`config.mk`:
```
export PLATFORM = sky130hd
export DESIGN_NAME = pad_poll_event_generator
export DESIGN_NICKNAME = d
export VERILOG_FILES = /design/src/rtl/ppeg_pkg.sv /design/src/rtl/pad_poll_event_generator.sv /design/src/rtl/ppeg_ctrl.sv /design/src/rtl/ppeg_dpath.sv
export SDC_FILE = /design/constraint.sdc
export NUM_CORES = 1
export LEC_CHECK = 0
export BUFFER_PORTS_ARGS = -buffer_cell sky130_fd_sc_hd__buf_2
export CAP_MARGIN = 20
export CELL_PAD_IN_SITES_DETAIL_PLACEMENT = 1
export CELL_PAD_IN_SITES_GLOBAL_PLACEMENT = 1
export CORE_MARGIN = 5
export CORE_UTILIZATION = 43
export DETAILED_ROUTE_END_ITERATION = 6
export PLACE_DENSITY_LB_ADDON = 0.1
export SLEW_MARGIN = 20
export SYNTH_ARGS = -nofsm -noshare
export SYNTH_HDL_FRONTEND = slang
export SYNTH_SLANG_ARGS = --single-unit
```
`constraint.sdc`:
```
create_clock -name i_clk -period 3.95 [get_ports i_clk]
set_clock_uncertainty 0.2 [all_clocks]
set_input_delay 0.5925 -clock i_clk [delete_from_list [all_inputs] [get_ports i_clk]]
set_output_delay 0.5925 -clock i_clk [all_outputs]
set_load 0.02 [all_outputs]
```
`src/rtl/ppeg_pkg.sv`:
```
// shared types and constants for the pad poll event generator
// no dependencies; imported by ppeg_ctrl, ppeg_dpath and the top level
package ppeg_pkg;

    localparam logic [2:0] EV_CONNECTED    = 3'd0;
    localparam logic [2:0] EV_DISCONNECTED = 3'd1;
    localparam logic [2:0] EV_CHANGE       = 3'd2;
    localparam logic [2:0] EV_PRESSED      = 3'd3;
    localparam logic [2:0] EV_RELEASED     = 3'd4;
    localparam logic [2:0] EV_POLL_END     = 3'd5;

    localparam logic [1:0] OBJ_BUTTON = 2'd0;
    localparam logic [1:0] OBJ_LEFT   = 2'd1;
    localparam logic [1:0] OBJ_RIGHT  = 2'd2;

    localparam logic [1:0] CT_WIRED    = 2'd1;
    localparam logic [1:0] CT_WIRELESS = 2'd2;

    localparam logic [3:0]        SKIP_BIT  = 4'd7;
    localparam logic signed [8:0] BUTTON_ON = 9'sd255;

    localparam int NUM_AXES = 4;
    localparam int NUM_TRIG = 2;

    typedef enum logic [3:0] {
        S_IDLE = 4'b0001,
        S_HEAD = 4'b0010,
        S_SCAN = 4'b0100,
        S_END  = 4'b1000
    } t_state;

    // controller to datapath
    typedef struct packed {
        logic load;
        logic head;
        logic scan;
        logic fin;
    } t_cmd;

    // datapath to controller
    typedef struct packed {
        logic present;
        logic conn;
        logic hit;
        logic out_free;
    } t_status;

endpackage

```
`src/rtl/pad_poll_event_generator.sv`:
```
// top level of the pad poll event generator
// depends on ppeg_pkg, ppeg_ctrl and ppeg_dpath
//
// One poll is accepted while the block is idle and is then walked. A poll with
// a pad present, no error flag and an earlier poll behind it is scanned object
// by object, each stick axis, trigger and button in turn; any other poll takes
// a head step (connect or disconnect) instead. Either way a summary beat closes
// the poll. Each event goes out through a single output register, so a stalled
// output only holds the scan at the next changed object. The next poll may be
// accepted while the summary beat still waits to be taken.
module pad_poll_event_generator #(
    parameter int NUM_BUTTONS = 12
) (
    input  logic              i_clk,
    input  logic              i_rst_n,
    input  logic              i_valid,
    output logic              o_stall,
    input  logic [1:0]        i_controller_type,
    input  logic              i_no_controller_error,
    input  logic [15:0]       i_button_word,
    input  logic signed [7:0] i_left_stick_x,
    input  logic signed [7:0] i_left_stick_y,
    input  logic signed [7:0] i_right_stick_x,
    input  logic signed [7:0] i_right_stick_y,
    input  logic [7:0]        i_left_trigger,
    input  logic [7:0]        i_right_trigger,
    input  logic              i_flush_reset,
    output logic              o_valid,
    input  logic              i_stall,
    output logic [2:0]        o_event_kind,
    output logic [1:0]        o_object_kind,
    output logic [3:0]        o_object_number,
    output logic signed [8:0] o_new_value,
    output logic              o_is_attached,
    output logic [1:0]        o_controller_id,
    output logic              o_has_rumble,
    output logic              o_reset_request,
    output logic              o_last
);
    import ppeg_pkg::*;

    localparam int NUM_OBJ = NUM_AXES + NUM_TRIG + NUM_BUTTONS;
    localparam int IDX_W   = $clog2(NUM_OBJ);

    t_cmd             cmd;
    t_status          status;
    logic [IDX_W-1:0] idx;

    ppeg_ctrl #(
        .NUM_OBJ (NUM_OBJ),
        .IDX_W   (IDX_W)
    ) u_ctrl (
        .i_clk    (i_clk),
        .i_rst_n  (i_rst_n),
        .i_valid  (i_valid),
        .o_stall  (o_stall),
        .i_status (status),
        .o_cmd    (cmd),
        .o_idx    (idx)
    );

    ppeg_dpath #(
        .NUM_BUTTONS (NUM_BUTTONS),
        .IDX_W       (IDX_W)
    ) u_dpath (
        .i_clk                 (i_clk),
        .i_rst_n               (i_rst_n),
        .i_cmd                 (cmd),
        .i_idx                 (idx),
        .o_status              (status),
        .i_controller_type     (i_controller_type),
        .i_no_controller_error (i_no_controller_error),
        .i_button_word         (i_button_word),
        .i_left_stick_x        (i_left_stick_x),
        .i_left_stick_y        (i_left_stick_y),
        .i_right_stick_x       (i_right_stick_x),
        .i_right_stick_y       (i_right_stick_y),
        .i_left_trigger        (i_left_trigger),
        .i_right_trigger       (i_right_trigger),
        .i_flush_reset         (i_flush_reset),
        .o_valid               (o_valid),
        .i_stall               (i_stall),
        .o_event_kind          (o_event_kind),
        .o_object_kind         (o_object_kind),
        .o_object_number       (o_object_number),
        .o_new_value           (o_new_value),
        .o_is_attached         (o_is_attached),
        .o_controller_id       (o_controller_id),
        .o_has_rumble          (o_has_rumble),
        .o_reset_request       (o_reset_request),
        .o_last                (o_last)
    );

`ifndef SYNTHESIS
    // an accepted poll keeps the input side closed until it is walked
    a_busy_after_accept: assert property (@(posedge i_clk) disable iff (!i_rst_n)
        (i_valid && !o_stall) |=> o_stall)
        else $error("input not held off after accept");

    // the closing beat is always the poll end event
    a_last_is_end: assert property (@(posedge i_clk) disable iff (!i_rst_n)
        (o_valid && o_last) |-> (o_event_kind == EV_POLL_END))
        else $error("last beat is not a poll end");

    // summary fields stay clear on event beats
    a_summary_only: assert property (@(posedge i_clk) disable iff (!i_rst_n)
        (o_valid && !o_last) |-> (!o_is_attached && !o_reset_request &&
                                  !o_has_rumble && o_controller_id == 2'd0))
        else $error("summary field set on an event beat");

    // a scan step never emits while the output slot is still held
    a_no_overrun: assert property (@(posedge i_clk) disable iff (!i_rst_n)
        (cmd.scan && status.hit) |-> status.out_free)
        else $error("event emitted into a full output register");
`endif

endmodule

```
`src/rtl/ppeg_ctrl.sv`:
```
// sequencer for one poll: head step or object scan, then summary step
// depends on ppeg_pkg
module ppeg_ctrl #(
    parameter int NUM_OBJ = 18,
    parameter int IDX_W   = 5
) (
    input  logic                 i_clk,
    input  logic                 i_rst_n,
    input  logic                 i_valid,
    output logic                 o_stall,
    input  ppeg_pkg::t_status    i_status,
    output ppeg_pkg::t_cmd       o_cmd,
    output logic [IDX_W-1:0]     o_idx
);
    import ppeg_pkg::*;

    localparam logic [IDX_W-1:0] LAST_IDX = IDX_W'(NUM_OBJ - 1);

    t_state           r_state, n_state;
    logic [IDX_W-1:0] r_idx, n_idx;

    always_comb begin
        n_state = r_state;
        n_idx   = r_idx;
        o_cmd   = '0;
        unique case (r_state)
            S_IDLE: begin
                if (i_valid) begin
                    o_cmd.load = 1'b1;
                    n_state    = S_HEAD;
                end
            end
            S_HEAD: begin
                if (i_status.present && !i_status.conn) begin
                    n_idx   = '0;
                    n_state = S_SCAN;
                end else if (i_status.out_free) begin
                    o_cmd.head = 1'b1;
                    n_state    = S_END;
                end
            end
            S_SCAN: begin
                // an unchanged object needs no output slot and never waits
                if (!i_status.hit || i_status.out_free) begin
                    o_cmd.scan = 1'b1;
                    if (r_idx == LAST_IDX) begin
                        n_state = S_END;
                    end else begin
                        n_idx = r_idx + 1'b1;
                    end
                end
            end
            S_END: begin
                if (i_status.out_free) begin
                    o_cmd.fin = 1'b1;
                    n_state   = S_IDLE;
                end
            end
            default: begin
                n_state = S_IDLE;
            end
        endcase
    end

    always_ff @(posedge i_clk) begin
        if (!i_rst_n) begin
            r_state <= S_IDLE;
            r_idx   <= '0;
        end else begin
            r_state <= n_state;
            r_idx   <= n_idx;
        end
    end

    assign o_stall = (r_state != S_IDLE);
    assign o_idx   = r_idx;

endmodule

```
`src/rtl/ppeg_dpath.sv`:
```
// poll latch, kept pad values, change detect and the output register
// depends on ppeg_pkg; driven by ppeg_ctrl commands
module ppeg_dpath #(
    parameter int NUM_BUTTONS = 12,
    parameter int IDX_W       = 5
) (
    input  logic                 i_clk,
    input  logic                 i_rst_n,
    input  ppeg_pkg::t_cmd       i_cmd,
    input  logic [IDX_W-1:0]     i_idx,
    output ppeg_pkg::t_status    o_status,
    input  logic [1:0]           i_controller_type,
    input  logic                 i_no_controller_error,
    input  logic [15:0]          i_button_word,
    input  logic signed [7:0]    i_left_stick_x,
    input  logic signed [7:0]    i_left_stick_y,
    input  logic signed [7:0]    i_right_stick_x,
    input  logic signed [7:0]    i_right_stick_y,
    input  logic [7:0]           i_left_trigger,
    input  logic [7:0]           i_right_trigger,
    input  logic                 i_flush_reset,
    output logic                 o_valid,
    input  logic                 i_stall,
    output logic [2:0]           o_event_kind,
    output logic [1:0]           o_object_kind,
    output logic [3:0]           o_object_number,
    output logic signed [8:0]    o_new_value,
    output logic                 o_is_attached,
    output logic [1:0]           o_controller_id,
    output logic                 o_has_rumble,
    output logic                 o_reset_request,
    output logic                 o_last
);
    import ppeg_pkg::*;

    localparam int         BTN_W     = (NUM_BUTTONS > 1) ? $clog2(NUM_BUTTONS) : 1;
    localparam logic [3:0] TRIG_NUM0 = 4'(NUM_BUTTONS);

    // latched poll
    logic [1:0]  r_ctype;
    logic        r_err;
    logic [15:0] r_word;
    logic [7:0]  r_axis_in [NUM_AXES];
    logic [7:0]  r_trig_in [NUM_TRIG];
    logic        r_flush;

    // kept pad state
    logic        r_attached, r_init, r_pending, r_rumble, r_rst_issued;
    logic [1:0]  r_kind;
    logic [7:0]  r_axis [NUM_AXES];
    logic [7:0]  r_trig [NUM_TRIG];
    logic        r_btn  [NUM_BUTTONS];

    logic        r_out_valid;

    logic             present, conn, out_free, hit, emit;
    logic             is_axis, is_trig;
    logic [1:0]       a_sel;
    logic             t_sel;
    logic [IDX_W-1:0] btn_off;
    logic [BTN_W-1:0] b_sel;
    logic [3:0]       b_ext, b_pos;
    logic             b_val;
    logic [7:0]       t_old, t_new;
    logic [2:0]       t_kind;
    logic             flush_now;

    logic [2:0]        e_kind;
    logic [1:0]        e_obj;
    logic [3:0]        e_num;
    logic signed [8:0] e_val;
    logic              e_last;

    assign present  = (r_ctype == CT_WIRED) || (r_ctype == CT_WIRELESS);
    assign conn     = r_err || !r_init;
    assign out_free = !r_out_valid || !i_stall;

    // object decode: axes, then triggers, then buttons
    assign is_axis = (i_idx < IDX_W'(NUM_AXES));
    assign is_trig = !is_axis && (i_idx < IDX_W'(NUM_AXES + NUM_TRIG));
    assign a_sel   = i_idx[1:0];
    assign t_sel   = i_idx[0];
    assign btn_off = i_idx - IDX_W'(NUM_AXES + NUM_TRIG);
    assign b_sel   = btn_off[BTN_W-1:0];
    assign b_ext   = 4'(b_sel);
    // word bit 7 is not a button
    assign b_pos   = (b_ext < SKIP_BIT) ? b_ext : b_ext + 4'd1;
    assign b_val   = r_word[b_pos];

    assign t_old = r_trig[t_sel];
    assign t_new = r_trig_in[t_sel];

    always_comb begin
        if (t_old == 8'd0) begin
            t_kind = EV_PRESSED;
        end else if (t_new == 8'd0) begin
            t_kind = EV_RELEASED;
        end else begin
            t_kind = EV_CHANGE;
        end
    end

    assign hit = is_axis ? (r_axis_in[a_sel] != r_axis[a_sel]) :
                 is_trig ? (t_new != t_old) :
                           (b_val != r_btn[b_sel]);

    assign flush_now = r_flush && r_pending;

    always_comb begin
        emit   = 1'b0;
        e_kind = EV_POLL_END;
        e_obj  = OBJ_BUTTON;
        e_num  = '0;
        e_val  = '0;
        e_last = 1'b0;
        if (i_cmd.head) begin
            if (present) begin
                emit   = !r_attached;
                e_kind = EV_CONNECTED;
            end else begin
                emit   = r_attached;
                e_kind = EV_DISCONNECTED;
            end
        end else if (i_cmd.scan) begin
            emit = hit;
            if (is_axis) begin
                e_kind = EV_CHANGE;
                e_obj  = a_sel[1] ? OBJ_RIGHT : OBJ_LEFT;
                e_num  = {3'd0, a_sel[1]};
                e_val  = 9'(signed'(r_axis_in[a_sel]));
            end else if (is_trig) begin
                e_kind = t_kind;
                e_num  = TRIG_NUM0 + {3'd0, t_sel};
                e_val  = {1'b0, t_new};
            end else begin
                e_kind = b_val ? EV_PRESSED : EV_RELEASED;
                e_num  = b_ext;
                e_val  = b_val ? BUTTON_ON : 9'sd0;
            end
        end else if (i_cmd.fin) begin
            emit   = 1'b1;
            e_kind = EV_POLL_END;
            e_last = 1'b1;
        end
    end

    assign o_status = '{present: present, conn: conn, hit: hit, out_free: out_free};

    always_ff @(posedge i_clk) begin
        if (i_cmd.load) begin
            r_ctype      <= i_controller_type;
            r_err        <= i_no_controller_error;
            r_word       <= i_button_word;
            r_axis_in[0] <= i_left_stick_x;
            r_axis_in[1] <= i_left_stick_y;
            r_axis_in[2] <= i_right_stick_x;
            r_axis_in[3] <= i_right_stick_y;
            r_trig_in[0] <= i_left_trigger;
            r_trig_in[1] <= i_right_trigger;
            r_flush      <= i_flush_reset;
        end
    end

    always_ff @(posedge i_clk) begin
        if (!i_rst_n) begin
            r_attached   <= 1'b0;
            r_init       <= 1'b0;
            r_pending    <= 1'b0;
            r_rumble     <= 1'b0;
            r_rst_issued <= 1'b0;
            r_kind       <= '0;
            for (int i = 0; i < NUM_AXES; i++) r_axis[i] <= '0;
            for (int i = 0; i < NUM_TRIG; i++) r_trig[i] <= '0;
            for (int i = 0; i < NUM_BUTTONS; i++) r_btn[i] <= 1'b0;
        end else begin
            if (i_cmd.load) begin
                r_rst_issued <= 1'b0;
            end
            if (i_cmd.head) begin
                if (present) begin
                    r_pending  <= 1'b1;
                    r_kind     <= r_ctype;
                    r_rumble   <= (r_ctype == CT_WIRED);
                    r_attached <= 1'b1;
                    if (!r_attached) begin
                        r_rst_issued <= 1'b1;
                    end
                end else begin
                    if (r_attached) begin
                        for (int i = 0; i < NUM_AXES; i++) r_axis[i] <= '0;
                        for (int i = 0; i < NUM_TRIG; i++) r_trig[i] <= '0;
                        for (int i = 0; i < NUM_BUTTONS; i++) r_btn[i] <= 1'b0;
                    end
                    r_attached <= 1'b0;
                end
            end
            if (i_cmd.scan && hit) begin
                if (is_axis) begin
                    r_axis[a_sel] <= r_axis_in[a_sel];
                end else if (is_trig) begin
                    r_trig[t_sel] <= t_new;
                end else begin
                    r_btn[b_sel] <= b_val;
                end
            end
            if (i_cmd.fin) begin
                r_init <= 1'b1;
                if (flush_now) begin
                    r_pending    <= 1'b0;
                    r_rst_issued <= 1'b1;
                end
            end
        end
    end

    always_ff @(posedge i_clk) begin
        if (!i_rst_n) begin
            r_out_valid <= 1'b0;
        end else if (emit) begin
            r_out_valid <= 1'b1;
        end else if (!i_stall) begin
            r_out_valid <= 1'b0;
        end
    end

    always_ff @(posedge i_clk) begin
        if (emit) begin
            o_event_kind    <= e_kind;
            o_object_kind   <= e_obj;
            o_object_number <= e_num;
            o_new_value     <= e_val;
            o_last          <= e_last;
            o_is_attached   <= e_last & r_attached;
            o_controller_id <= e_last ? r_kind : 2'd0;
            o_has_rumble    <= e_last & r_rumble;
            o_reset_request <= e_last & (r_rst_issued | flush_now);
        end
    end

    assign o_valid = r_out_valid;

endmodule

```
# --- Word-level counts from Yosys, hierarchy flattened ---
# Memories as Yosys holds them, arrays and structs flattened. A register that Yosys moved wholly into a read port is not among the register bits.
# Index checks and enable logic that the tools add are counted.
totals:
  regBits: 61
  memories: 5
  mem_bits_ro: 0
  in_bits: 72
  word_cells: 220
  out_inout_bits: 26
  latch_bits: 0
  ram_bits: 108
op_classes:
  shifts: 0
  n_reduce_logical: 27
  div_mod_pow: 0
  eq_ne: 19
  n_mux: 114
  magnitude_cmp: 4
  n_bitwise: 24
  n_addsub: 4
  n_mul: 0
memory_table:
  columns: ["memory", "words", "word_bits", "read_ports", "rd_ports_with_merged_regs", "write_ports", "line", "text"]
  rows:
  - ["u_dpath.r_axis", 4, 8, 1, 1, 4, "ppeg_dpath.sv:50", "logic [7:0] r_axis [NUM_AXES];"]
  - ["u_dpath.r_axis_in", 4, 8, 1, 1, 4, "ppeg_dpath.sv:43", "logic [7:0] r_axis_in [NUM_AXES];"]
  - ["u_dpath.r_trig", 2, 8, 1, 1, 2, "ppeg_dpath.sv:51", "logic [7:0] r_trig [NUM_TRIG];"]
  - ["u_dpath.r_trig_in", 2, 8, 1, 1, 2, "ppeg_dpath.sv:44", "logic [7:0] r_trig_in [NUM_TRIG];"]
  - ["u_dpath.r_btn", 12, 1, 1, 0, 12, "ppeg_dpath.sv:52", "logic r_btn [NUM_BUTTONS];"]
op_table:
  columns: ["op", "n"]
  rows:
  - ["1-bit two-way mux", 75]
  - ["8-bit two-way mux", 9]
  - ["4-bit two-way mux", 9]
  - ["3-bit two-way mux", 7]
  - ["1-bit OR", 19]
  - ["9-bit two-way mux", 2]
  - ["8-bit zero test", 2]
  - ["8-bit inequality test", 2]
  - ["4-bit one-hot mux with 4 select lines", 1]
  - ["8-bit OR reduction", 2]
  - ["5-bit two-way mux", 3]
  - ["2-bit two-way mux", 6]
  - ["5-bit by 3-bit less-than comparator with 1-bit output (second input constant)", 2]
  - ["2-bit by 1-bit inequality test with 1-bit output (second input constant)", 5]
  - ["5-bit one-hot mux with 2 select lines", 1]
  - ["1-bit zero test", 7]
  - ["3-bit OR reduction", 2]
  - ["5-bit by 1-bit adder with 5-bit output (second input constant)", 1]
  - ["5-bit == test (second input constant)", 1]
  - ["4-bit by 5-bit less-than comparator with 1-bit output (second input constant)", 1]
  - ["5-bit AND reduction", 1]
  - ["3-bit by 2-bit adder with 4-bit output (first input constant)", 1]
  - ["4-bit by 1-bit adder with 4-bit output (second input constant)", 1]
  - ["1-bit binary-select mux with 4-bit select", 1]
  - ["21 further kinds", 31]

# --- Logic depth before layout (Yosys ltp) ---
depth:
  ltp_word: 18
  mapped_depth: 15
  depth_no_buf: 12

# --- Cells and area by module ---
# A second synthesis with hierarchy kept.
unflattened:
  hier_cells: 669
  hier_area_um2: 8545.7
modules_own_cells:
  columns: ["module", "cells_per_inst", "seq_area_each_um2", "area_per_inst_um2", "n_inst"]
  rows:
  - ["ppeg_dpath", 592, 4754.6, 7916.3, 1]
  - ["ppeg_ctrl", 77, 180.2, 629.4, 1]

# --- Worst setup path before layout ---
# Ideal clock, no wire load.
synth_path:
  path_kind: "register -> register"
  startpoint: "register u_ctrl.r_idx[1] (netlist: u_ctrl.o_idx[1])"
  endpoint: "memory u_dpath.r_trig[1][0] (enable)"
  synth_period_minus_slack_ps: 4229
  path_stages_with_launch: 15
  arrival_ps: 3700
  t_required_ps: 3421
  setup_slack_ps: -279
  path_cell_list: "dfxtp_1 -> clkbuf_1 -> inv_1 -> ha_1 -> nand2b_1 -> nand2_1 -> xnor2_1 -> mux4_2 -> or2_4 -> nand3_2 -> a31oi_1 -> buf_6 -> or4_4 -> buf_6 -> nand2_1"
synth_lines:
  columns: ["item", "line", "text"]
  rows:
  - ["from (decl)", "ppeg_ctrl.sv:20", "logic [IDX_W-1:0] r_idx, n_idx;"]
  - ["from (signal assigned)", "ppeg_ctrl.sv:71", "r_idx <= n_idx;"]
  - ["to (decl)", "ppeg_dpath.sv:51", null]

==> impl_metrics.tcl <==
set metrics [dict create \
    status "complete, no violations" \
    synth_cells 647 \
    max_cap_viol_count 0 \
    critical_path_peak_fanout 8 \
    nets 855 \
    cts_sinks 176 \
    p_sw_uw 1020 \
    stdcell_area_mm2 0.00979 \
    finalHoldViolations 0 \
    cts_made_buffers 17 \
    combPwrFrac 0.079 \
    power.density_mw_per_mm2 421 \
    die-area_mm2 0.0219 \
    drive_above_1_share 0.284 \
    fmax_mhz 268 \
    grt_usage 0.189 \
    final_max_slew_viol_count 0 \
    timing.final.crit_period_ns 3.74 \
    arrival_ns 3.66 \
    synth-edff-count 147 \
    place_area_mm2 0.00921 \
    post-route-drc-count 0 \
    port_buffers 97 \
    yosys-top-cells-count "edfxtp_1 (147), nor2_1 (71), nand2_1 (62)" \
    cts_htree_levels 4 \
    n_fill_cell 1950 \
    post_cts_buffers 0 \
    drt_wl_total_mm 20.2 \
    peakVddDrop_mv 0.281 \
    ff_latch_area_mm2 0.00499 \
    synth_top_area_frac 0.538 \
    cts_tree "yes" \
    p_leak_uw 0.00359 \
    setup_viol 0 \
    first_iter_violations 305 \
    mappedNetlistArea_mm2 0.00821 \
    ys_ff_latch 176 \
    intPower_uw 3090 \
    viasPerCell 5.56 \
    dr.pass1.iters 5 \
    clkTransAtPathRegs_ns 0.07 \
    period_share 0.946 \
    coreArea_mm2 0.0188 \
    slew_headroom 0.292 \
    vias 5686 \
    hold_ws_ns 0.120 \
    synth_largest_area_cell "edfxtp_1" \
    start_kind "register" \
    gr-total-overflow 0 \
    grt_pass1_vias 6087 \
    clock_path_buffers 2 \
    multi_input_area_mm2 0.00305 \
    insertion_delay_ns 0.44 \
    root_buffer "clkbuf_16" \
    endpoint_kind "register" \
    synth_cell_type_count 65 \
    ys_seq_area_frac 0.609 \
    hp-class "in -> reg" \
    crit_type "reg -> reg" \
    syn_nets 727 \
    row_count 50 \
    async_reset_ff_frac 0 \
    ys_warn_count 0 \
    avgSynthCellArea_um2 12.7 \
    fp.dieW_um 148 \
    antenna_cells 0 \
    place_congestion 0.860 \
    antenna_found_initial 0 \
    area_growth_pct 19.3 \
    synth_area_leaders "edfxtp_1 (54%), dfxtp_1 (7.1%), mux2i_1 (5.6%)" \
    max_slew.worst_pin.slew_ns 1.05 \
    switching_share 0.249 \
    ant_nets 0 \
    initial_core_util 0.437 \
    dp_cells 990 \
    ctsHoldBuffers 0 \
    die-height_um 148 \
    rsz0062_at_grt "false" \
    ys.flop_type "edfxtp_1" \
    p_clk_frac 0.388 \
    dp_hpwl_mm 14.7 \
    wl_per_cell_um 19.8 \
    num_io_pins 98 \
    required_ns 3.87 \
    grt_pass1_wl_mm 32.5 \
    yosysMostFrequentCell "edfxtp_1" \
    p_seq_frac 0.532 \
    fin_cells 1022 \
    p_total_uw 4120 \
    grt_max_degree 36 \
]
-- stage by stage --
| step | util | setup TNS, ns | setup slack (ns) |
|---|---|---|---|
| floorplan | - | 0 | 0.0410 |
| global placement | 0.491 | 0 | 0.157 |
| detailed placement | 0.491 | -0.0446 | -0.00565 |
| CTS | 0.520 | 0 | 0.0873 |
| global route | 0.521 | 0 | 0.0345 |
| finish | 0.521 | 0 | 0.214 |
-- metal layers --
| layer | wire, um | track usage | share of wire |
|---|---|---|---|
| met2 | 10100 | 0.326 | 0.50 |
| met3 | 809 | 0.0387 | 0.040 |
| met5 | 0 | 0 | 0 |
| met4 | 214 | 0.0503 | 0.011 |
| met1 | 9090 | 0.245 | 0.45 |
-- cell type report --
type / count / share of cell area
Inverter: 10 / 0.00384
Timing Repair Buffer: 140 / 0.0877
Multi-Input combinational cell: 430 / 0.312
Tap cell: 234 / 0.0299
Clock inverter: 14 / 0.0125
Sequential cell: 176 / 0.510
Clock buffer: 18 / 0.0439
-- registers in the layout, indices dropped and copies added (netlist names), 2 cells and up, named ones only --
name                     flops
u_dpath.r_kind               2
u_dpath.o_object_kind        2
u_dpath.r_trig              16
u_dpath.r_trig_in           16
u_ctrl.r_state               4
u_dpath.o_controller_id      2
u_dpath.r_axis_in           32
u_dpath.o_new_value          9
u_dpath.r_btn               16
u_dpath.r_axis              32
u_dpath.r_ctype              2
u_dpath.r_word              16
u_dpath.o_event_kind         3
u_dpath.o_object_number      4
u_ctrl.o_idx                 5
-- power by group through the flow --
stage                     Sequential, uW  Clock, uW  Combinational, uW
after floorplan                     2230          0                183
after detailed placement            2230          0                330
after CTS                           2190       1640                332
after global routing                2200       1740                361
after global placement              2230          0                318
final                               2190       1600                327
-- logic make-up after synthesis --
group / synth area share
buf+inv: 0.0242
compound gates: 0.0758
xor+xnor: 0.0296
flops: 0.609
fa+ha+maj: 0.0122
simple gates: 0.141
mux: 0.108
-- cell usage in the layout (no fill, tap or decap), types with 5 or more instances in the layout --
| cell type | n |
|---|---|
| ha_1 | 7 |
| inv_1 | 8 |
| nor2_2 | 8 |
| buf_2 | 97 |
| a211o_1 | 8 |
| nor2_1 | 71 |
| nand2b_1 | 6 |
| xnor2_1 | 21 |
| and3_1 | 5 |
| inv_8 | 5 |
| mux4_2 | 13 |
| mux2_2 | 12 |
| nor3_1 | 14 |
| o21ai_0 | 7 |
| and2_1 | 8 |
| mux2i_1 | 46 |
| nand3_1 | 19 |
| nand4_1 | 10 |
| a21oi_1 | 20 |
| nand2_1 | 60 |
| clkbuf_16 | 17 |
| edfxtp_1 | 147 |
| nor4_1 | 9 |
| dfxtp_1 | 29 |
| buf_4 | 39 |
| a31oi_1 | 5 |
-- timing repair --
item,CTS,global route
resized for setup,1,5
endpoints found under the hold margin,0,0
setup endpoints to repair,8,50
pin swaps,0,0
-- path summary, 6_finish.rpt --
path	start	to	slack, ns	depth (start not counted)
min reg2reg	u_dpath.r_btn[5]	u_dpath.r_btn[5]	0.27	2
max	u_ctrl.o_idx[1]	u_dpath.r_trig[0][7]	0.21	11
max reg2reg	u_ctrl.o_idx[1]	u_dpath.r_trig[0][7]	0.21	11
min	i_button_word[12]	u_dpath.r_word[12]	0.12	1
-- critical path, stage by stage (launching register included) --
cell and delay (ns):
dfxtp_1 0.39, inv_1 0.10, ha_1 0.35, nand2b_4 0.15, nand2_1 0.10, xnor2_1 0.24
mux4_2 0.56, or2_4 0.28, nand3_2 0.10, a31oi_2 0.19, or4_1 0.58, nand2_2 0.19
Note: power is estimated with default switching activity, not from simulation.
